===== src/sdwq_pkg.sv =====
// ----------------------------------------------------------------------------
// sdwq_pkg
// Shared types and constants of the sorted deadline wait queue.
// ----------------------------------------------------------------------------
package sdwq_pkg;

  localparam int DEPTH_DEF       = 16;
  localparam int TIME_BITS_DEF   = 32;
  localparam int HANDLE_W        = 16;
  localparam int IN_TIME_W       = 32;
  localparam int DELAY_W         = 32;
  localparam int MIN_DELAY_W     = 16;
  localparam logic [MIN_DELAY_W-1:0] MIN_DELAY_RESET = 16'd100;
  localparam logic [DELAY_W-1:0]     DELAY_MAX       = 32'hFFFF_FFFF;

  typedef enum logic [1:0] {
    OP_ADD   = 2'd0,
    OP_WAKE  = 2'd1,
    OP_FLUSH = 2'd2,
    OP_NONE  = 2'd3
  } op_t;

  typedef enum logic {
    ST_IDLE,
    ST_BUSY
  } state_t;

  // Command broadcast to every cell of the chain
  typedef struct packed {
    logic insert;
    logic pop;
  } sdwq_ctrl_t;

endpackage


===== src/sdwq_cell.sv =====
// ----------------------------------------------------------------------------
// sdwq_cell
// One slot of the sorted chain: holds a deadline and a handle, takes the new
// entry or its left neighbor on insert, its right neighbor on pop.
// ----------------------------------------------------------------------------
module sdwq_cell
  import sdwq_pkg::*;
#(
  parameter int TIME_BITS = TIME_BITS_DEF
) (
  input  logic                 clk,
  input  logic                 rst,
  input  sdwq_ctrl_t           ctrl,
  input  logic [TIME_BITS-1:0] new_deadline,
  input  logic [HANDLE_W-1:0]  new_handle,
  input  logic                 left_valid,
  input  logic [TIME_BITS-1:0] left_deadline,
  input  logic [HANDLE_W-1:0]  left_handle,
  input  logic                 left_ins,
  input  logic                 right_valid,
  input  logic [TIME_BITS-1:0] right_deadline,
  input  logic [HANDLE_W-1:0]  right_handle,
  output logic                 valid,
  output logic [TIME_BITS-1:0] deadline,
  output logic [HANDLE_W-1:0]  handle,
  output logic                 ins
);

  // The new entry belongs at or before this slot
  assign ins = !valid || (deadline > new_deadline);

  always_ff @(posedge clk) begin
    if (rst) begin
      valid <= 1'b0;
    end else if (ctrl.pop) begin
      valid <= right_valid;
    end else if (ctrl.insert && ins) begin
      valid <= left_ins ? left_valid : 1'b1;
    end
  end

  always_ff @(posedge clk) begin
    if (ctrl.pop) begin
      deadline <= right_deadline;
      handle   <= right_handle;
    end else if (ctrl.insert && ins) begin
      if (left_ins) begin
        deadline <= left_deadline;
        handle   <= left_handle;
      end else begin
        deadline <= new_deadline;
        handle   <= new_handle;
      end
    end
  end

endmodule


===== src/sdwq_delay.sv =====
// ----------------------------------------------------------------------------
// sdwq_delay
// Timer delay: deadline minus now, zero when passed, raised to min_delay,
// saturated to 32 bits.
// ----------------------------------------------------------------------------
module sdwq_delay
  import sdwq_pkg::*;
#(
  parameter int TIME_BITS = TIME_BITS_DEF
) (
  input  logic [TIME_BITS-1:0]   when_t,
  input  logic [TIME_BITS-1:0]   now_t,
  input  logic [MIN_DELAY_W-1:0] min_delay,
  output logic [DELAY_W-1:0]     delay
);

  localparam int DW = (TIME_BITS > DELAY_W) ? TIME_BITS : DELAY_W;

  logic [TIME_BITS-1:0] diff;
  logic [DW-1:0]        d_ext;

  always_comb begin
    diff  = (when_t > now_t) ? (when_t - now_t) : '0;
    d_ext = DW'(diff);
    if (d_ext < DW'(min_delay)) begin
      d_ext = DW'(min_delay);
    end
    if (d_ext > DW'(DELAY_MAX)) begin
      d_ext = DW'(DELAY_MAX);
    end
    delay = d_ext[DELAY_W-1:0];
  end

endmodule


===== src/sorted_deadline_wait_queue.sv =====
// ----------------------------------------------------------------------------
// sorted_deadline_wait_queue
// Waiters kept sorted by deadline in a chain of cells; add, wakeup, flush.
// ----------------------------------------------------------------------------
//  channel | handshake          | payload
//  --------+--------------------+---------------------------------------------
//  s_*     | s_tvalid/s_tready  | tuser op, tdata handle|deadline|now
//  m_*     | m_tvalid/m_tready  | tuser flags, tdata handle|delay, tlast
//  cfg_*   | cfg_valid/cfg_ready| cfg_data min_delay
//
//  One item at a time: the word is registered in IDLE, then one result per
//  cycle in BUSY while m_tready does not stall it. Add gives one result;
//  wakeup or flush pops the head cell once a cycle, one result per pop.
//  A stalled m_tready holds the chain. Synchronous reset empties the
//  chain and loads min_delay with 100; config is always ready.
// ----------------------------------------------------------------------------
module sorted_deadline_wait_queue
  import sdwq_pkg::*;
#(
  parameter int DEPTH     = DEPTH_DEF,
  parameter int TIME_BITS = TIME_BITS_DEF
) (
  input  logic                   clk,
  input  logic                   rst,
  input  logic                   s_tvalid,
  output logic                   s_tready,
  input  logic [1:0]             s_tuser,   // op
  input  logic [79:0]            s_tdata,   // handle[15:0], deadline[47:16], now[79:48]
  output logic                   m_tvalid,
  input  logic                   m_tready,
  output logic [2:0]             m_tuser,   // woken_valid, timer_set, full_error
  output logic [47:0]            m_tdata,   // woken_handle[15:0], timer_delay[47:16]
  output logic                   m_tlast,
  input  logic                   cfg_valid,
  output logic                   cfg_ready,
  input  logic [MIN_DELAY_W-1:0] cfg_data
);

  state_t state, state_next;
  sdwq_ctrl_t ctrl;

  op_t                  op_q;
  logic [HANDLE_W-1:0]  handle_q;
  logic [TIME_BITS-1:0] deadline_q;
  logic [TIME_BITS-1:0] now_q;
  logic [MIN_DELAY_W-1:0] min_delay;

  logic                 valid_vec [DEPTH];
  logic [TIME_BITS-1:0] dl_vec    [DEPTH];
  logic [HANDLE_W-1:0]  hd_vec    [DEPTH];
  logic                 ins_vec   [DEPTH];
  logic [DEPTH-1:0]     valid_bits;

  logic                 out_free;
  logic                 emit;
  logic [2:0]           tuser_next;
  logic [47:0]          tdata_next;
  logic                 tlast_next;
  logic [TIME_BITS-1:0] delay_when;
  logic [DELAY_W-1:0]   delay;
  logic                 head_due;

  assign cfg_ready = 1'b1;
  assign s_tready  = (state == ST_IDLE);
  assign out_free  = !m_tvalid || m_tready;

  always_ff @(posedge clk) begin
    if (rst) begin
      min_delay <= MIN_DELAY_RESET;
    end else if (cfg_valid) begin
      min_delay <= cfg_data;
    end
  end

  always_ff @(posedge clk) begin
    if (s_tvalid && s_tready) begin
      op_q       <= op_t'(s_tuser);
      handle_q   <= s_tdata[15:0];
      deadline_q <= TIME_BITS'(s_tdata[47:16]);
      now_q      <= TIME_BITS'(s_tdata[79:48]);
    end
  end

  // Chain of cells
  for (genvar i = 0; i < DEPTH; i++) begin : g_cell
    logic                 l_valid, r_valid, l_ins;
    logic [TIME_BITS-1:0] l_dl, r_dl;
    logic [HANDLE_W-1:0]  l_hd, r_hd;

    if (i == 0) begin : g_left_end
      assign l_valid = 1'b0;
      assign l_dl    = '0;
      assign l_hd    = '0;
      assign l_ins   = 1'b0;
    end else begin : g_left
      assign l_valid = valid_vec[i-1];
      assign l_dl    = dl_vec[i-1];
      assign l_hd    = hd_vec[i-1];
      assign l_ins   = ins_vec[i-1];
    end

    if (i == DEPTH - 1) begin : g_right_end
      assign r_valid = 1'b0;
      assign r_dl    = '0;
      assign r_hd    = '0;
    end else begin : g_right
      assign r_valid = valid_vec[i+1];
      assign r_dl    = dl_vec[i+1];
      assign r_hd    = hd_vec[i+1];
    end

    sdwq_cell #(.TIME_BITS(TIME_BITS)) u_cell (
      .clk            (clk),
      .rst            (rst),
      .ctrl           (ctrl),
      .new_deadline   (deadline_q),
      .new_handle     (handle_q),
      .left_valid     (l_valid),
      .left_deadline  (l_dl),
      .left_handle    (l_hd),
      .left_ins       (l_ins),
      .right_valid    (r_valid),
      .right_deadline (r_dl),
      .right_handle   (r_hd),
      .valid          (valid_vec[i]),
      .deadline       (dl_vec[i]),
      .handle         (hd_vec[i]),
      .ins            (ins_vec[i])
    );

    assign valid_bits[i] = valid_vec[i];
  end

  assign delay_when = (op_q == OP_ADD) ? deadline_q : dl_vec[0];
  assign head_due   = valid_vec[0] && (dl_vec[0] <= now_q);

  sdwq_delay #(.TIME_BITS(TIME_BITS)) u_delay (
    .when_t    (delay_when),
    .now_t     (now_q),
    .min_delay (min_delay),
    .delay     (delay)
  );

  always_ff @(posedge clk) begin
    if (rst) begin
      state <= ST_IDLE;
    end else begin
      state <= state_next;
    end
  end

  always_comb begin
    state_next = state;
    ctrl       = '0;
    emit       = 1'b0;
    tuser_next = '0;
    tdata_next = '0;
    tlast_next = 1'b1;
    unique case (state)
      ST_IDLE: begin
        if (s_tvalid) begin
          state_next = ST_BUSY;
        end
      end
      ST_BUSY: begin
        if (out_free) begin
          emit       = 1'b1;
          state_next = ST_IDLE;
          unique case (op_q)
            OP_ADD: begin
              if (valid_vec[DEPTH-1]) begin
                tuser_next[2] = 1'b1;
              end else begin
                ctrl.insert = 1'b1;
                if (ins_vec[0]) begin
                  tuser_next[1]      = 1'b1;
                  tdata_next[47:16]  = delay;
                end
              end
            end
            OP_WAKE: begin
              if (head_due) begin
                ctrl.pop          = 1'b1;
                tuser_next[0]     = 1'b1;
                tdata_next[15:0]  = hd_vec[0];
                tlast_next        = !valid_vec[1];
                if (valid_vec[1]) begin
                  state_next = ST_BUSY;
                end
              end else if (valid_vec[0]) begin
                tuser_next[1]     = 1'b1;
                tdata_next[47:16] = delay;
              end
            end
            OP_FLUSH: begin
              if (valid_vec[0]) begin
                ctrl.pop         = 1'b1;
                tuser_next[0]    = 1'b1;
                tdata_next[15:0] = hd_vec[0];
                tlast_next       = !valid_vec[1];
                if (valid_vec[1]) begin
                  state_next = ST_BUSY;
                end
              end
            end
            default: begin
              tlast_next = 1'b1;
            end
          endcase
        end
      end
      default: begin
        state_next = ST_IDLE;
      end
    endcase
  end

  always_ff @(posedge clk) begin
    if (rst) begin
      m_tvalid <= 1'b0;
    end else if (emit) begin
      m_tvalid <= 1'b1;
    end else if (m_tready) begin
      m_tvalid <= 1'b0;
    end
  end

  always_ff @(posedge clk) begin
    if (emit) begin
      m_tuser <= tuser_next;
      m_tdata <= tdata_next;
      m_tlast <= tlast_next;
    end
  end

  // Valid cells always form a run starting at the head
  assert property (@(posedge clk) disable iff (rst)
    ((valid_bits >> 1) & ~valid_bits) == '0)
    else $error("gap in valid cells");

  assert property (@(posedge clk) disable iff (rst)
    !(ctrl.insert && ctrl.pop))
    else $error("insert and pop in the same cycle");

  assert property (@(posedge clk) disable iff (rst)
    ctrl.pop |-> valid_vec[0])
    else $error("pop from empty queue");

  assert property (@(posedge clk) disable iff (rst)
    ctrl.insert |=> valid_vec[0])
    else $error("insert left the head empty");

endmodule

===== config.mk =====
export PLATFORM = sky130hd
export DESIGN_NAME = sorted_deadline_wait_queue
export DESIGN_NICKNAME = d
export VERILOG_FILES = /design/src/sdwq_pkg.sv /design/src/sdwq_cell.sv /design/src/sdwq_delay.sv /design/src/sorted_deadline_wait_queue.sv
export SDC_FILE = /design/constraint.sdc
export NUM_CORES = 2
export LEC_CHECK = 0
export ABC_CLOCK_PERIOD_IN_PS = 25600
export BUFFER_PORTS_ARGS = -buffer_cell sky130_fd_sc_hd__buf_2
export CORE_MARGIN = 1
export CORE_UTILIZATION = 45
export CTS_CLUSTER_SIZE = 25
export DETAILED_ROUTE_END_ITERATION = 7
export PLACE_DENSITY = 0.72
export SLEW_MARGIN = 30
export SYNTH_ARGS = -nofsm -noshare
export SYNTH_HDL_FRONTEND = slang
export SYNTH_SLANG_ARGS = --single-unit
export TNS_END_PERCENT = 50

===== constraint.sdc =====
create_clock -name clk -period 25.6 [get_ports clk]
set_input_delay 5.12 -clock clk [delete_from_list [all_inputs] [get_ports clk]]
set_output_delay 5.12 -clock clk [all_outputs]
set_load 0.01 [all_outputs]

==> summary.txt <==
Status
  • Status: complete, no violations

Worst setup path
  • Worst Path Arrival: 9.04 ns
  • R2R Path End: m_tdata[16]$_SDFFCE_PN0P_
  • Slowest-stage cell, CP: buf_4
  • Critical Path, Cell by Cell: buf_2 -> inv_1 -> a21oi_4 -> nand3_1 -> or2_4 -> clkinv_8 -> buf_4 -> buf_12 -> buf_6 -> o21ai_0
  • CP max stage delay: 0.78 ns
  • R2R depth: 25
  • Worst setup EP type: flip-flop
  • Worst R2R Setup Slack: 17.91 ns
  • Critical path startpoint category: primary input
  • WP data required: 26.03 ns
  • Critical path class: in2reg
  • Crit Reg-Reg Startpoint: op_q[0]$_DFFE_PP_
  • Setup crit start: m_tready
  • CP Max Fanout: 246

Synthesis
  • Post-Syn Instances: 5,713
  • Post-Synth Simple-Gate Area: 0.111
  • Area leader, netlist: edfxtp_1
  • Mux contribution to synthesized area: 0.111
  • Yosys reg bits: 936
  • Top cells by count, synth: nand2_1, o21ai_0, edfxtp_1, mux2i_1, ha_1
  • Asr flop ratio synth: 0
  • Syn Std Cell Area: 58,300 um^2
  • Xor/xnor share of the synthesized area: 0.00345
  • Top_reg_cell synth: edfxtp_1
  • Post-synth EDFFs: about 850
  • Synthesized area per cell: 10.2 um^2
  • Post-synth net total: 6,379
  • Most frequent cell after synthesis: nand2_1
  • Synth Area in Adders: 0.121
  • Largest family of logic cells by synthesized area: compound AO/OA/AOI/OAI gates
  • Yosys cell types: 80
  • Register area share after synthesis: 0.468
  • Share of the synthesized area in the top cell type: 0.440
  • Synth Area in Compound Gates: 0.152
  • Area contributors post-synth: edfxtp_1, ha_1, mux2i_1, o21ai_0, nand2_1
  • Yosys warning total: 0

STA
  • Setup violations, final: 0
  • Tcrit/Tclk final: 0.336
  • Max Clk Rate: 0.116 GHz
  • Slew headroom: 0.287
  • Max-slew violations: 0
  • Fin crit period: approximately 8.6 ns
  • Clock Skews: 0.0483 ns
  • RSZ-0062 raised after global routing: no
  • Least-Margin Pin Slew: 1.06 ns
  • Fin. Hold Viols: 0
  • Setup TNS: 0 ns

Cells and area
  • Filler cells: approximately 11,000
  • Area Overhead vs Synth: 10.0%
  • NumNets Final: 6,365
  • Area of the multi-input gates: 29,400 um^2
  • Final cell count without fillers: between 7,000 and 8,000
  • Fraction of layout cells with a size suffix above 1: 0.0825
  • FF+latch area: 27,300 um^2

Clock tree
  • CTS tree: done
  • CTS clk-pin slew, worst paths: 0.07 ns
  • CTS root buf: clkbuf_16
  • Num CTS Buffers: a little under 100
  • Clock tree buffer depth: 3
  • Clock Sink Count: 936
  • Worst-Skew Late Latency: ~0.73 ns
  • CTS resizes: 0
  • Post-CTS Setup Inserts: 0
  • Htree depth: 3
  • Hold-fix buffers, CTS: 0

Drt
  • Routed vias/inst: 6.00
  • Detailed Routing Iterations Pass 1: 6
  • DRT iter0 DRCs: 4,456
  • Vias: 45,089
  • Detailed-route wire length per cell: between 20 and 25 um
  • Post-route ant nets: 0
  • Drc violations: 0
  • Wirelength, routed: 163,000 um

Die
  • IO Pins: 158
  • Core ar.: 128,000 um^2
  • Die Span Y: 362 um
  • Die X: ~360 um
  • Rows: 131
  • Die area: around 130,000 um^2
  • Starting Density: 0.455

Global route
  • Tot GR Track Use: 0.243
  • First-pass GRT wire length: 254,000 um
  • Grt ovf: 0
  • Vias in the first global route: 44,405
  • Largest net degree at the start of global routing: around 310
  • Initial antenna violation count: 3

Flow run
  • Max Cap Viol: 0

Placement
  • Port-buffer cells: 156
  • Post-detail-place hpwl: 114,000 um
  • Dpl cells: 7,324
  • GP Congestion: 0.915

Worst hold path
  • WHS Endpoint: g_cell[3].u_cell.valid$_SDFFE_PP0P_
  • Hold Path Class: reg2reg
  • Min-Delay Path Depth: 2
  • Min-delay src: g_cell[4].u_cell.valid$_SDFFE_PP0P_

Pwr
  • Static Leak: about 25 nW
  • Worst vdd ir: 0.0745 mV
  • PwrDens: 58.1 nW/um^2
-- power breakdown --
group | internal, mW | switching, mW
sequential | 1.74 | 0.0631
combinational | 0.163 | 0.263
clock | 0.856 | 0.643
-- flip-flops by register name (all words and copies together), names as in the netlist, 2 cells and up --
name and flops:
m_tuser 3, now_q 32, handle_q 16, m_tdata 48
min_delay 16, deadline_q 32, g_cell.u_cell.handle 256, op_q 2
g_cell.u_cell.deadline 512, g_cell.u_cell.valid 16
-- worst max path at each step --
stage                     slack [ns]  cells past startpoint                                        to
after floorplan                12.92                      6   g_cell[12].u_cell.deadline[0]$_DFFE_PP_
after global placement         15.90                     10  g_cell[14].u_cell.deadline[11]$_DFFE_PP_
after detailed placement       15.76                     10   g_cell[10].u_cell.deadline[6]$_DFFE_PP_
after CTS                      16.55                     10   g_cell[14].u_cell.deadline[4]$_DFFE_PP_
after global routing           16.59                     10   g_cell[14].u_cell.deadline[4]$_DFFE_PP_
final                          16.99                     10   g_cell[14].u_cell.deadline[4]$_DFFE_PP_
-- metrics by stage --
stage	power (mW)	setup slack, ns	utilization	hold WS (ns)	cell area (um^2)
floorplan	2.10	12.92	-	0.455	58300
global placement	2.23	15.90	0.474	0.494	60700
detailed placement	2.25	15.76	0.474	0.495	60700
CTS	3.74	16.55	0.500	0.499	64000
global route	3.85	16.59	0.501	0.533	64200
finish	3.73	16.99	0.501	0.500	64200
-- cells by family after synthesis --
| group | count (synthesis) |
|---|---|
| AO/OA/AOI/OAI | 1566 |
| AND/OR/NAND/NOR | 1508 |
| flip-flops | 936 |
| multiplexers | 645 |
| adder cells (fa/ha/maj) | 563 |
| buffers and inverters | 471 |
| XOR/XNOR | 23 |
| other | 1 |
-- per-layer routing --
| layer | vias up | GRT usage | share of wire |
|---|---|---|---|
| met5 | - | 0 | 0.000043 |
| met4 | 2 | 0.0675 | 0.025 |
| met3 | 278 | 0.0340 | 0.066 |
| met2 | 1497 | 0.400 | 0.47 |
| met1 | 22119 | 0.335 | 0.44 |
| li1 | 21193 | - | - |
-- area by class of cell --
type                       instances  share of cell area
sequential                       936               0.425
clock buffer                     148              0.0445
inverter                         115             0.00692
antenna                            1           0.0000390
timing repair buffer             241              0.0241
tap                             1729              0.0337
multi-input combinational       4306               0.458
clock inverter                    37             0.00726
-- worst max-delay path, delay by kind of cell --
| family | cells | cell delay [ns] |
|---|---|---|
| AOI/OAI and AO/OA | 2 | 0.41 |
| and+or+nand+nor | 2 | 0.48 |
| buffers and inverters | 6 | 2.78 |
-- placed cells by master, fill, tap and decap left out, types with 48 or more instances in the layout --
cell type	Yosys	routed
a21o_1	102	101
buf_2	91	156
ha_1	562	562
o21ai_0	860	856
dfxtp_1	82	82
inv_1	114	113
nand4_1	111	111
a21oi_1	354	350
edfxtp_1	854	854
mux2i_1	611	611
nor3_1	48	48
clkbuf_16	0	102
buf_4	7	73
nand2_1	889	876
nor2_1	273	272
(Power assumes the default switching activity.)
